`config.mk`:
```
export PLATFORM = sky130hd
export DESIGN_NAME = addressed_frame_receiver_crc16_core
export DESIGN_NICKNAME = d
export VERILOG_FILES = /design/src/rtl/afrc_pkg.sv /design/src/rtl/addressed_frame_receiver_crc16_core.sv
export SDC_FILE = /design/constraint.sdc
export NUM_CORES = 1
export LEC_CHECK = 0
export BUFFER_PORTS_ARGS = -buffer_cell sky130_fd_sc_hd__buf_4
export CAP_MARGIN = 20
export CORE_UTILIZATION = 24
export CTS_CLUSTER_DIAMETER = 120
export DETAILED_ROUTE_END_ITERATION = 6
export GPL_TIMING_DRIVEN = 0
export HOLD_SLACK_MARGIN = 0.03
export PLACE_DENSITY = 0.36
export SYNTH_ARGS = -nofsm -noshare
export SYNTH_HDL_FRONTEND = slang
export SYNTH_SLANG_ARGS = --single-unit
```
`constraint.sdc`:
```
create_clock -name clk -period 6.31 [get_ports clk]
set_clock_uncertainty 0.05 [all_clocks]
set_input_delay 0.631 -clock clk [delete_from_list [all_inputs] [get_ports clk]]
set_output_delay 0.631 -clock clk [all_outputs]
set_load 0.005 [all_outputs]
```
`src/rtl/afrc_pkg.sv`:
```
// Package with shared types, constants and the CRC byte update for the frame receiver.
`default_nettype none

package afrc_pkg;

  localparam int unsigned TimeoutWidth       = 3;
  localparam int unsigned TimeoutTicksDefault = 5;

  localparam logic [7:0]  HeaderByte      = 8'hAA;
  localparam logic [7:0]  BroadcastAddr   = 8'hFF;
  localparam logic [7:0]  OwnAddrReset    = 8'd254;
  localparam logic [15:0] CrcPolyReset    = 16'h1021;

  // Configuration register indexes.
  typedef enum logic [0:0] {
    CFG_OWN_ADDRESS    = 1'b0,
    CFG_CRC_POLYNOMIAL = 1'b1
  } cfg_index_t;

  // Result status codes.
  typedef enum logic [1:0] {
    ST_NONE       = 2'd0,
    ST_BAD_HEADER = 2'd1,
    ST_CRC_ERROR  = 2'd2,
    ST_FRAME_GOOD = 2'd3
  } status_t;

  // Receive phases; unused codes behave as header hunting.
  typedef enum logic [3:0] {
    PH_HUNT    = 4'd0,
    PH_DEST    = 4'd1,
    PH_SENDER  = 4'd2,
    PH_STAMP   = 4'd3,
    PH_COMMAND = 4'd4,
    PH_SIZE    = 4'd5,
    PH_DATA    = 4'd6,
    PH_CRC_LO  = 4'd7,
    PH_CRC_HI  = 4'd8
  } phase_t;

  // One byte through an MSB-first CRC16 with a programmable polynomial.
  function automatic logic [15:0] crc16_feed(input logic [15:0] crc_in,
                                             input logic [7:0]  data,
                                             input logic [15:0] poly);
    logic [15:0] crc;
    crc = crc_in ^ {data, 8'h00};
    for (int i = 0; i < 8; i++) begin
      if (crc[15]) begin
        crc = {crc[14:0], 1'b0} ^ poly;
      end else begin
        crc = {crc[14:0], 1'b0};
      end
    end
    return crc;
  endfunction

endpackage

`default_nettype wire

```
`src/rtl/addressed_frame_receiver_crc16_core.sv`:
```
// Addressed frame receiver: header hunt, address filter, on-the-fly CRC16 check.
// The result of an accepted input transaction appears on the output in the next cycle.
// Throughput: one transaction per cycle while the result channel is not stalled; the byte-wide
// CRC update and the phase decode sit between the frame state registers and the output register.
// Reset: rst_n is synchronous and active low; it returns the receiver to header
// hunting, clears the frame registers and loads the configuration reset values.
`default_nettype none

module addressed_frame_receiver_crc16_core
  import afrc_pkg::*;
#(
  parameter int unsigned TIMEOUT_TICKS = TimeoutTicksDefault
) (
  input  wire logic        clk,
  input  wire logic        rst_n,

  // Input channel.
  input  wire logic        in_tvalid,
  output logic             in_tready,
  input  wire logic [7:0]  in_tdata,   // [7:0] rx_byte
  input  wire logic [0:0]  in_tuser,   // [0] action (0 byte, 1 timeout tick)

  // Result channel.
  output logic             out_tvalid,
  input  wire logic        out_tready,
  // [1:0] status, [9:2] payload_byte, [17:10] payload_index,
  // [25:18] sender_address, [33:26] time_stamp, [41:34] command_code,
  // [49:42] payload_size, [55:50] zero
  output logic [55:0]      out_tdata,
  output logic [0:0]       out_tuser,  // [0] payload_valid

  // Configuration write port.
  input  wire logic        cfg_wr_en,
  input  wire logic [0:0]  cfg_index,
  input  wire logic [15:0] cfg_wdata
);

  localparam logic [TimeoutWidth-1:0] TimeoutLoad = TimeoutWidth'(TIMEOUT_TICKS);

  // Configuration registers.
  logic [7:0]  own_address_r;
  logic [15:0] crc_poly_r;

  // Frame state.
  phase_t                  phase_r, phase_nxt;
  logic [15:0]             crc_r, crc_nxt;
  logic [7:0]              sender_r, sender_nxt;
  logic [7:0]              stamp_r, stamp_nxt;
  logic [7:0]              command_r, command_nxt;
  logic [7:0]              size_r, size_nxt;
  logic [7:0]              count_r, count_nxt;
  logic [7:0]              crc_lo_r, crc_lo_nxt;
  logic [TimeoutWidth-1:0] timeout_r, timeout_nxt;

  // Output register.
  logic        out_tvalid_r;
  logic [55:0] out_tdata_r, out_tdata_nxt;
  logic        out_tuser_r, out_tuser_nxt;

  // Per-transaction decode.
  logic        in_fire;
  logic        action;
  logic [7:0]  rx_byte;
  logic [15:0] crc_seed;
  logic [15:0] crc_fed;
  logic [7:0]  count_inc;
  status_t     status;
  logic        pvalid;
  logic [7:0]  pbyte;
  logic [7:0]  pindex;

  // The output register takes a new result whenever it is empty or being drained,
  // so the input side stalls only while a result waits and the receiver holds it off.
  assign in_tready = !out_tvalid_r || out_tready;
  assign in_fire   = in_tvalid && in_tready;
  assign action    = in_tuser[0];
  assign rx_byte   = in_tdata;

  // The destination byte restarts the CRC from zero; later bytes continue it.
  assign crc_seed  = (phase_r == PH_DEST) ? 16'h0000 : crc_r;
  assign crc_fed   = crc16_feed(crc_seed, rx_byte, crc_poly_r);
  assign count_inc = count_r + 8'd1;

  always_comb begin
    phase_nxt   = phase_r;
    crc_nxt     = crc_r;
    sender_nxt  = sender_r;
    stamp_nxt   = stamp_r;
    command_nxt = command_r;
    size_nxt    = size_r;
    count_nxt   = count_r;
    crc_lo_nxt  = crc_lo_r;
    timeout_nxt = timeout_r;
    status      = ST_NONE;
    pvalid      = 1'b0;
    pbyte       = 8'h00;
    pindex      = 8'h00;

    if (action) begin
      // A timeout tick runs the receive timer down and, when it expires, returns to header hunting.
      if (timeout_r != '0) begin
        timeout_nxt = timeout_r - TimeoutWidth'(1);
        if (timeout_r == TimeoutWidth'(1)) begin
          phase_nxt = PH_HUNT;
        end
      end
    end else begin
      timeout_nxt = TimeoutLoad;
      unique case (phase_r)
        PH_DEST: begin
          if (rx_byte == own_address_r || rx_byte == BroadcastAddr) begin
            crc_nxt   = crc_fed;
            phase_nxt = PH_SENDER;
          end else begin
            // Not for this node: quietly go back to hunting.
            phase_nxt = PH_HUNT;
          end
        end
        PH_SENDER: begin
          sender_nxt = rx_byte;
          crc_nxt    = crc_fed;
          phase_nxt  = PH_STAMP;
        end
        PH_STAMP: begin
          stamp_nxt = rx_byte;
          crc_nxt   = crc_fed;
          phase_nxt = PH_COMMAND;
        end
        PH_COMMAND: begin
          command_nxt = rx_byte;
          crc_nxt     = crc_fed;
          phase_nxt   = PH_SIZE;
        end
        PH_SIZE: begin
          size_nxt  = rx_byte;
          count_nxt = 8'h00;
          crc_nxt   = crc_fed;
          // An empty payload goes straight to the CRC bytes.
          phase_nxt = (rx_byte != 8'h00) ? PH_DATA : PH_CRC_LO;
        end
        PH_DATA: begin
          pvalid    = 1'b1;
          pbyte     = rx_byte;
          pindex    = count_r;
          crc_nxt   = crc_fed;
          count_nxt = count_inc;
          if (count_inc == size_r) begin
            phase_nxt = PH_CRC_LO;
          end
        end
        PH_CRC_LO: begin
          crc_lo_nxt = rx_byte;
          phase_nxt  = PH_CRC_HI;
        end
        PH_CRC_HI: begin
          // The CRC travels low byte first.
          status    = ({rx_byte, crc_lo_r} == crc_r) ? ST_FRAME_GOOD : ST_CRC_ERROR;
          phase_nxt = PH_HUNT;
        end
        default: begin
          // Header hunting, and any phase code that has no meaning.
          if (rx_byte == HeaderByte) begin
            phase_nxt = PH_DEST;
          end else begin
            phase_nxt = PH_HUNT;
            status    = ST_BAD_HEADER;
          end
        end
      endcase
    end

    // The frame fields are reported as they stand after this transaction.
    out_tdata_nxt = {6'b000000, size_nxt, command_nxt, stamp_nxt, sender_nxt,
                     pindex, pbyte, status};
    out_tuser_nxt = pvalid;
  end

  // Configuration writes; an address of zero or broadcast is replaced by the default.
  always_ff @(posedge clk) begin
    if (!rst_n) begin
      own_address_r <= OwnAddrReset;
      crc_poly_r    <= CrcPolyReset;
    end else if (cfg_wr_en) begin
      unique case (cfg_index_t'(cfg_index))
        CFG_OWN_ADDRESS: begin
          if (cfg_wdata[7:0] == 8'h00 || cfg_wdata[7:0] == BroadcastAddr) begin
            own_address_r <= OwnAddrReset;
          end else begin
            own_address_r <= cfg_wdata[7:0];
          end
        end
        CFG_CRC_POLYNOMIAL: begin
          crc_poly_r <= cfg_wdata;
        end
        default: begin
          crc_poly_r <= crc_poly_r;
        end
      endcase
    end
  end

  // Frame state advances once per accepted transaction.
  always_ff @(posedge clk) begin
    if (!rst_n) begin
      phase_r   <= PH_HUNT;
      crc_r     <= 16'h0000;
      sender_r  <= 8'h00;
      stamp_r   <= 8'h00;
      command_r <= 8'h00;
      size_r    <= 8'h00;
      count_r   <= 8'h00;
      crc_lo_r  <= 8'h00;
      timeout_r <= '0;
    end else if (in_fire) begin
      phase_r   <= phase_nxt;
      crc_r     <= crc_nxt;
      sender_r  <= sender_nxt;
      stamp_r   <= stamp_nxt;
      command_r <= command_nxt;
      size_r    <= size_nxt;
      count_r   <= count_nxt;
      crc_lo_r  <= crc_lo_nxt;
      timeout_r <= timeout_nxt;
    end
  end

  // Output register: valid is control, the payload loads on every accepted transaction.
  always_ff @(posedge clk) begin
    if (!rst_n) begin
      out_tvalid_r <= 1'b0;
    end else if (in_fire) begin
      out_tvalid_r <= 1'b1;
    end else if (out_tready) begin
      out_tvalid_r <= 1'b0;
    end
  end

  always_ff @(posedge clk) begin
    if (in_fire) begin
      out_tdata_r <= out_tdata_nxt;
      out_tuser_r <= out_tuser_nxt;
    end
  end

  assign out_tvalid   = out_tvalid_r;
  assign out_tdata    = out_tdata_r;
  assign out_tuser[0] = out_tuser_r;

`ifndef SYNTH
  // A payload byte never carries a verdict.
  a_payload_no_status: assert property (@(posedge clk) disable iff (!rst_n)
    (out_tvalid_r && out_tuser_r) |-> (out_tdata_r[1:0] == ST_NONE))
    else $error("payload transaction carries a status code");

  // The receive timer never holds more than its load value.
  a_timeout_bound: assert property (@(posedge clk) disable iff (!rst_n)
    timeout_r <= TimeoutLoad)
    else $error("receive timer above its load value");

  // The second CRC byte always ends the frame.
  a_crc_hi_ends_frame: assert property (@(posedge clk) disable iff (!rst_n)
    (in_fire && !action && phase_r == PH_CRC_HI) |=> (phase_r == PH_HUNT))
    else $error("frame did not end after the second CRC byte");

  // Reset leaves the receiver hunting with no result pending.
  a_reset_state: assert property (@(posedge clk)
    !rst_n |=> (phase_r == PH_HUNT && !out_tvalid_r))
    else $error("receiver not idle after reset");
`endif

endmodule

`default_nettype wire
```
* Word level (Yosys, flattened, before mapping) *
Cells that the tools add are included.

word-level totals
  flip-flop bits (word level) = 147
  input bits = 31
  output and inout port bits = 59
  logic and storage cells = 107

operators by class
  add/subtract/negate cells = 2
  equal/unequal tests = 19
  mux-type cells = 37
  bitwise operators = 12
  reductions and logical operators = 21

operators with widths
  kind                                                                   count
  16-bit 2-to-1 mux                                                      10
  16-bit bitwise XOR                                                     9
  8-bit 2-to-1 mux                                                       9
  16-bit case mux with 2 select lines                                    1
  4-bit case mux with 8 select lines                                     1
  8-bit equality test, second input constant                             3
  16-bit equality test                                                   1
  4-bit by 3-bit equality test with 1-bit output, second input constant  4
  8-bit equality test                                                    2
  4-bit 2-to-1 mux                                                       4
  8-bit case mux with 2 select lines                                     1
  8-bit by 1-bit adder with 8-bit output, second input constant          1
  4-bit by 2-bit equality test with 1-bit output, second input constant  2
  8-bit zero test                                                        1
  4-bit AND reduction                                                    2
  8-bit nonzero test                                                     1
  1-bit 2-to-1 mux                                                       7
  7-bit OR reduction                                                     1
  3-bit 2-to-1 mux                                                       2
  2-bit by 1-bit != test with 1-bit output, second input constant        3
  2-bit AND reduction                                                    3
  3-bit AND reduction                                                    2
  2-bit nonzero test                                                     3
  5-bit OR reduction                                                     1
  13 further kinds                                                       17

* Logic depth before layout (Yosys ltp) *
Gate-level depths: netlist (run 1).

  depth after elaboration = 21
  gate-level depth with buffers = 18
  gate-level depth less buffers = 13

* Worst setup path after synthesis (run 1) *
No wires, ideal clock.

  kind = input-to-reg
  start point = in in_tdata[6]
  end point = reg crc_r[12]
  setup time = 116 ps
  arrival time = 4173 ps
  required time = 6144 ps
  slack = 1971 ps
  stages on the path = 15
  path buffers = 2
  path through = clkbuf_1 xor2_1 or4_1 nand2_1 xor3_2 nand2_1 xnor3_2 buf_8 xor2_1 a21oi_1 a211o_1 a22oi_1 xnor3_1 mux2i_1 a31o_1

between the ends
  longest elaborated chain between the ends = 18
  elaborated cells on any way between the ends = 23
  those cells by class = 3 x eq/ne; 10 x mux; 8 x bitwise; 2 x reduce/logical

ends and longest elaborated chain
  element                              line                                        source
  from (decl)                          addressed_frame_receiver_crc16_core.sv:20   input wire logic [7:0] in_tdata,
  16-bit bitwise XOR                   afrc_pkg.sv:46                              crc = crc_in ^ {data, 8'h00};
  16-bit bitwise XOR                   afrc_pkg.sv:49                              crc = {crc[14:0], 1'b0} ^ poly;
  16-bit 2-to-1 mux (2 in a row)       afrc_pkg.sv:48                              if (crc[15]) begin
  16-bit bitwise XOR                   afrc_pkg.sv:49
  16-bit 2-to-1 mux                    afrc_pkg.sv:48
  16-bit bitwise XOR                   afrc_pkg.sv:49
  16-bit 2-to-1 mux                    afrc_pkg.sv:48
  16-bit bitwise XOR                   afrc_pkg.sv:49
  16-bit 2-to-1 mux                    afrc_pkg.sv:48
  16-bit bitwise XOR                   afrc_pkg.sv:49
  16-bit 2-to-1 mux                    afrc_pkg.sv:48
  16-bit bitwise XOR                   afrc_pkg.sv:49
  16-bit 2-to-1 mux                    afrc_pkg.sv:48
  16-bit bitwise XOR                   afrc_pkg.sv:49
  16-bit 2-to-1 mux                    afrc_pkg.sv:48
  16-bit 2-to-1 mux                    addressed_frame_receiver_crc16_core.sv:111  if (rx_byte == own_address_r || rx_byte == BroadcastAddr) begin
  16-bit case mux with 2 select lines  addressed_frame_receiver_crc16_core.sv:109  unique case (phase_r)
  to (signal assigned)                 addressed_frame_receiver_crc16_core.sv:216  crc_r <= crc_nxt;
  to (decl)                            addressed_frame_receiver_crc16_core.sv:46   logic [15:0] crc_r, crc_nxt;

Several ways; a longest one is shown, not always the timed one. The select of a mux whose other input is x is not followed.
A chain may end at the register's enable or synchronous reset.

* Final worst setup path (run 1) *
  start point = in in_tdata[6]
  end point = reg crc_r[6]

The elaborated chain is that of the path after synthesis.

==> out/results.txt, run 1 <==
Mux cell area share after synthesis = 5.58%
Hold Path Depth = 3
Peak supply drop = 0.174 mV
I/O pins = 90
Die area = 41,500 µm²
Hold path startpoint = cfg_wdata[12]
Clock sinks = 147
DRC = 0
Leak = 4.24 nW
Hold Crit Class = in -> reg
XOR/XNOR Fraction of Synth Area = 12.9%
Share of cells above drive strength 1 = 15.8%
Final worst setup slack = 1220 ps
Synth Flop Type = dfxtp_1
Yosys reg bits = 147
Max Freq = 0.196 GHz
# hold bufs at CTS = 0
Number of H-tree levels = 4
Worst-margin pin slew = 1030 ps
Nets = 1,271
Area share of the largest cell type after synthesis = 19.7%
Initial DRC Count = 603
TritonCTS clock tree = yes
Die Span Y = 204 µm
Routed WL = 36,200 µm
Sequential cell area = 3450 µm²
First-pass GRT wire length = 54,900 µm
Register-to-register setup slack = 1270 ps
Ys Warns = 0
Net Sw Frac = 31.8%
CTS buffer count = 17
Comb pwr share = 24.4%
Detailed placement HPWL = 26,600 µm
# rows = 73
Clk Latency, worst-skew pair = 440 ps
Yosys top cell by area = dfxtp_1
Layout area overhead = 19.5%
Gate Count Post-Synth = 1,131
Vias = 8,698
Post-Syn Area = 9760 µm²
Routed len/inst = 20.4 µm
PortBufs = 80
Finished Layout Cells = 1,775
Clock root buffer = clkbuf_16
Fraction of power consumed by the clock network = 38.4%
Worst hold endpoint = crc_poly_r[12]$_SDFFE_PN1P_
Cell area after placement = 11,000 µm²
Final ANT Viol Nets = 0
Avg Cell Area, Syn = 8.63 µm²
Fin crit share = 80.7%
Setup Fix Bufs, Post-CTS = 0
Crit-path max FO = 10
Number of flops mapped to enable cells by yosys = 51
Status = finished, final reports clean
Synth cell count leaders = 162 x nand2_1, 96 x dfxtp_1, 84 x nor2_1
Final slew viol count = 0
Synth Area in Simple Gates = 23.2%
Vias in the first global route = 8,523
Sequential area share after synthesis = 35.4%
Cells on worst reg2reg path = 14
Pwr Density = 241 nW/µm²
CP Data Required Time = 6540 ps
First-pass DRT Iterations = 5
Adder-Cell Fraction of Synth Area = 0.513%
Cell variety after synth = 94
Most common cell in the synthesized netlist = nand2_1
Max-slew headroom = 31.6%
GRT Overall Usage = 17.8%
Largest family of logic cells by synthesized area = simple AND/OR/NAND/NOR gates
RSZ-0062 raised after global routing = no
Endpoints failing setup = 0
Ranking of synthesized cells by area = dfxtp_1 20%, edfxtp_1 16%, xnor2_1 7.3%, nand2_1 6.2%, mux2_2 3.6%
Max clock buf depth = 2
Asr flop ratio synth = 0%
Worst r2r dst = crc_r[6]$_SDFFE_PN0P_
Setup CP Type = in -> reg
Placer congestion estimate = 0.824
Fill cells = 4,301
Number of cells upsized or downsized after cts = 0
Critical Path Sink Type = flop
Initial antenna violation count = 3
Setup_tns = 0 ps
Initial Utilization = 24.5%
Area of the multi-input gates = 5820 µm²
Dpl cells = 1,742
Fin area = 11,700 µm²
Die width = 204 µm
Clock slew at reported path FFs = 70 ps
DR vias/cell = 4.90
DP Worst Slack = 840 ps
Final hold vios = 0
Max Cap Viol = 0
Startpoint types = input port
WP data arrival = 5330 ps
Compound-Gate Fraction of Synth Area = 17.1%
Internal = 1.92 mW
Sequential share of power = 37.2%
Fin crit period = 5090 ps
Largest net degree at the start of global routing = 61
Core area = 39,900 µm²
Sw Pwr = 0.896 mW
R2R Path Start = crc_r[15]$_SDFFE_PN0P_
Grt ovf = 0
[sequential cells by signal, indices dropped and copies added (netlist names)]
register / flops
sender_r: 8
out_tdata: 50
size_r: 8
phase_r: 4
crc_lo_r: 8
out_tvalid: 1
out_tuser: 1
own_address_r: 8
count_r: 8
command_r: 8
crc_poly_r: 16
stamp_r: 8
timeout_r: 3
crc_r: 16
[cell usage in the layout (no fill, tap or decap), types with 29 or more instances in the layout]
| master | netlist | final |
|---|---|---|
| nand2_1 | 162 | 162 |
| dfxtp_1 | 96 | 96 |
| buf_4 | 10 | 91 |
| nor2_1 | 84 | 84 |
| xnor2_1 | 81 | 81 |
| clkbuf_1 | 68 | 68 |
| edfxtp_1 | 51 | 51 |
| nand3_1 | 44 | 44 |
| o21ai_0 | 41 | 41 |
| mux2_2 | 31 | 31 |
| a21oi_1 | 29 | 29 |
[worst max-delay path by stage]
stage                     slack, ps  depth (start not counted)         from                      to
after floorplan                1970                         15  in_tdata[6]  crc_r[12]$_SDFFE_PN0P_
after global placement          900                         15  in_tdata[6]   crc_r[6]$_SDFFE_PN0P_
after global routing            990                         16  in_tdata[6]   crc_r[6]$_SDFFE_PN0P_
after CTS                      1270                         16  in_tdata[6]   crc_r[6]$_SDFFE_PN0P_
after detailed placement        840                         15  in_tdata[6]   crc_r[6]$_SDFFE_PN0P_
final                          1220                         15  in_tdata[6]   crc_r[6]$_SDFFE_PN0P_
[final cells by class]
cell class | count | share of cell area [%]
repair buffers | 81 | 5.21
plain buffers | 96 | 3.85
inverters | 17 | 0.547
well taps | 525 | 5.63
multi-input cells | 876 | 49.9
flip-flops and latches | 147 | 29.6
clock inverters | 12 | 1.22
clock buffers | 20 | 4.01
diodes | 1 | 0.0215
[power by group through the flow]
stage	registers, mW	logic, mW	clock network [mW]
final	1.05	0.687	1.08
after global routing	1.05	0.743	1.15
after CTS	1.05	0.685	1.12
after detailed placement	1.07	0.681	0
after global placement	1.07	0.686	0
after floorplan	1.06	0.460	0
[metal layers]
layer / part of all wire, % / wire length, µm / track usage [%]
met3: 3.9 / 1420 / 2.81
met4: 3.0 / 1090 / 6.87
met1: 47 / 16900 / 23.5
met2: 46 / 16800 / 28.9
met5: 0 / 0 / 0
[kinds of logic (layout without fill, tap and decap cells)]
group           after synthesis  after routing
fa+ha+maj                     4              4
buf+inv                     113            226
other cells                   1              7
simple gates                456            456
mux                          50             50
flops                       147            147
compound gates              239            239
xor+xnor                    121            121
[per-stage QoR]
stage	power, mW	hold slack [ps]	util (%)
4_1_cts	2.85	345	29.2
2_1_floorplan	1.52	410	-
6_report	2.81	362	29.2
5_1_grt	2.94	377	29.2
3_5_place_dp	1.75	436	27.7
3_3_place_gp	1.76	428	27.7
[critical path: stages]
cell,delay [ps]
clkbuf_1,430
xor2_1,150
or4_1,440
a2111oi_0,610
a221oi_1,160
a21o_1,300
and2_1,230
buf_4,200
nand4_1,100
o211ai_1,150
nor3_2,540
clkbuf_1,440
o21ai_0,180
o31ai_1,530
o311ai_1,210
(Power assumes the default switching activity.)
==> run 2, diff against run 1 <==
Settings changed: ABC_AREA from default to 1, PLACE_DENSITY 0.36 to 0.37.
Clock period 6.31 ns to 4.5 ns, I/O delays scaled along.
==> run 2 against run 1 <==
  * Final cell count is 13% higher
  * Critical path depth is 5 higher
  * Via count is 2.3% higher
  * Clock power is 34% higher
  * Register-to-register slack worse by 810 ps
  * Cell area is 3.5% lower
  * Sequential share of layout area is 1.1 points higher
  * Worst setup slack worse by 750 ps
  * Sequential cell count stayed put
  * Combinational power is 110% higher
  * Routed wire length is 11% lower
  * Largest cell class unchanged
  * Largest power group is now registers
==> out/results.txt, run 2 <==
Status = finished, final reports clean
Avg Cell Area, Syn = 6.87 µm² (-20%)
Final worst setup slack = 462 ps (-754 ps)
First-pass GRT wire length = 51,100 µm (-6.9%)
Area share of the largest cell type after synthesis = 20.5% (+0.78 points)
Buffer and inverter count on the worst path = 3 (unchanged)
Commonest non-fill, non-tap cell in the layout = nand2_1
Peak supply drop = 0.260 mV (+49%)
Routed WL = 32,400 µm (-11%)
Setup CP Type = reg -> reg
Sequential cell area = 3450 µm² (unchanged)
Most frequent CP cell = nor2_1
Nets = 1,505 (+18%)
# rows = 72 (-1.4%)
Mux cell area share after synthesis = 0% (-5.6 points)
# hold bufs at CTS = 0 (unchanged)
Dpl cells = 1,969 (+13%)
Critical Path Sink Type = flop
Hold Crit Class = in -> reg
Placer congestion estimate = 0.843 (+2.3%)
Max clock buf depth = 2 (unchanged)
Area of the multi-input gates = 5030 µm² (-14%)
Synth Flop Type = dfxtp_1
Startpoint types = flop
Detailed placement HPWL = 24,300 µm (-8.8%)
Number of H-tree levels = 4 (unchanged)
Adder-Cell Fraction of Synth Area = 0.533% (+0.020 points)
Max Cap Viol = 0 (unchanged)
Fill cells = 4,236 (-1.5%)
Post-Syn Area = 9390 µm² (-3.8%)
Leak = 5.01 nW (+18%)
Clock slew at reported path FFs = 80 ps (about the same)
XOR/XNOR Fraction of Synth Area = 7.32% (-5.6 points)
Setup_tns = 0 ps (unchanged)
Fin crit period = 4040 ps
Critical-path top delay cell = dfxtp_1
Die area = 39,900 µm² (-3.8%)
Compound-Gate Fraction of Synth Area = 11.3% (-5.8 points)
Finished Layout Cells = 2,002 (+13%)
Max-slew headroom = 37.5% (+5.9 points)
Final hold vios = 0 (unchanged)
Clock root buffer = clkbuf_16
Final ANT Viol Nets = 0 (unchanged)
DR vias/cell = 4.45 (-9.3%)
Final slew viol count = 0 (unchanged)
Largest register FFs = 50 (unchanged)
Core area = 38,600 µm² (-3.2%)
Max Freq = 0.248 GHz
Most frequent cells in the layout = 326 x nand2_1, 163 x nand3_1, 156 x nor2_1
Routed len/inst = 16.2 µm (-21%)
Critical-path cell list = inv_2 -> nor2_4 -> nand3_2 -> nand3_1 -> nor2_1 -> nor2_1 -> clkinv_1 -> nand2_2 -> nand2_4 -> xor2_4 -> nand3_4 -> nand3_4 -> xor2_4 -> nand3_1 -> buf_4 -> nand3_1 -> xor2_1 -> nor2_1 -> nor2_1 -> nor2_1
Clock sinks = 147 (unchanged)
TritonCTS clock tree = yes
Ranking of synthesized cells by area = dfxtp_1 20%, edfxtp_1 16%, nand2_1 13%, nand3_1 8.7%, o21ai_0 6.5%
Crit-path max FO = 10 (unchanged)
Grt ovf = 0 (unchanged)
WP data arrival = 4330 ps (-1000 ps)
Endpoints failing setup = 0 (unchanged)
First-pass DRT Iterations = 5 (unchanged)
Pwr Density = 390 nW/µm² (+61%)
Initial antenna violation count = 0 (-3)
Initial Utilization = 24.3% (-0.16 points)
Number of cells upsized or downsized after cts = 0 (unchanged)
Share of cells above drive strength 1 = 12.7% (-3.1 points)
Gate Count Post-Synth = 1,366 (+21%)
Largest net degree at the start of global routing = 34 (-44%)
Hold Slack = 223 ps (-139 ps)
Synth cell count leaders = 326 x nand2_1, 163 x nand3_1, 156 x nor2_1
Max incr delay on CP = 440 ps (-170 ps)
Vias = 8,899 (+2.3%)
Cell family with most CP delay = simple AND/OR/NAND/NOR gates
Layout area overhead = 19.8%
Die width = 200 µm (-1.9%)
Largest family of logic cells by synthesized area = simple AND/OR/NAND/NOR gates
Clk Latency, worst-skew pair = 440 ps (about the same)
Number of flops mapped to enable cells by yosys = 51 (unchanged)
PortBufs = 79 (-1.3%)
Fin crit share = 89.7%
Yosys reg bits = 147 (unchanged)
GRT Overall Usage = 17.1% (-0.74 points)
Initial DRC Count = 551 (-8.6%)
Worst-margin pin slew = 930 ps (-96.0 ps)
Die Span Y = 200 µm (-1.9%)
Ys Warns = 0 (unchanged)
I/O pins = 90 (unchanged)
Yosys top cell by area = dfxtp_1
RSZ-0062 raised after global routing = no
Cell variety after synth = 43 (-54%)
Vias in the first global route = 8,522 (-0.012%)
CP Data Required Time = 4790 ps (-1750 ps)
Synth Area in Simple Gates = 34.2% (+11 points)
Finished Core Util = 29.1% (-0.10 points)
Setup Fix Bufs, Post-CTS = 0 (unchanged)
DP Worst Slack = 44.9 ps (-795 ps)
Asr flop ratio synth = 0% (unchanged)
Sequential area share after synthesis = 36.8% (+1.4 points)
Most common cell in the synthesized netlist = nand2_1
CTS buffer count = 17 (unchanged)
DRC = 0 (unchanged)
==> run 2: cell types whose count changed in the layout (fill, tap and decap cells not counted), moves of 41 or more <==
cell	change
nand2_1	+164
xnor2_1	-41
nor2_1	+72
o21ai_0	+80
inv_1	+132
nand3_1	+119
==> run 2: cells by family after synthesis <==
group	Yosys count
other cells	1
flops	147
fa+ha+maj	4
simple gates	714
buf+inv	227
xor+xnor	72
compound gates	201
==> run 2: path summary, 6_finish.rpt <==
check	start	endpoint	slack (ps)	depth (start not counted)
hold reg to reg	count_r[7]$_SDFFE_PN0P_	count_r[7]$_SDFFE_PN0P_	410	2
setup / recovery	phase_r[0]$_SDFFE_PN0P_	crc_r[6]$_SDFFE_PN0P_	460	20
hold / removal	cfg_wdata[7]	own_address_r[7]$_SDFFE_PN1P_	220	3
setup reg to reg	phase_r[0]$_SDFFE_PN0P_	crc_r[6]$_SDFFE_PN0P_	460	20
==> run 2: report_power, final <==
part | leakage, nW | internal, mW | total (mW) | switching, mW
clock network | 0.279 | 0.820 | 1.45 | 0.632
registers | 1.30 | 1.46 | 1.51 | 0.0473
logic | 3.43 | 0.489 | 1.42 | 0.930
total | 5.01 | 2.77 | 4.38 | 1.61
==> run 2: per-layer routing <==
metal / track usage (%) / wire (µm)
met3: 2.47 / 818
met4: 5.09 / 631
met5: 0 / 0
met2: 29.0 / 15400
met1: 22.3 / 15500
==> run 2: through the flow <==
stage	instance area [µm²]	total power [mW]
final	11300	4.38
after global routing	11200	4.67
after CTS	11200	4.44
after detailed placement	10700	2.97
after global placement	10600	2.96
after floorplan	9410	2.54
==> run 2: tightest hold or removal path, cell delays in order <==
cell and delay [ps]:
buf_4 100, o22ai_1 70, nand2_1 50
==> run 2: area by class of cell <==
class,instances,share of cell area [%]
clock inverters,15,1.37
well taps,518,5.76
inverters,158,5.27
repair buffers,80,5.45
diodes,1,0.0222
clock buffers,17,3.78
plain buffers,69,2.96
multi-input cells,997,44.7
flip-flops and latches,147,30.7
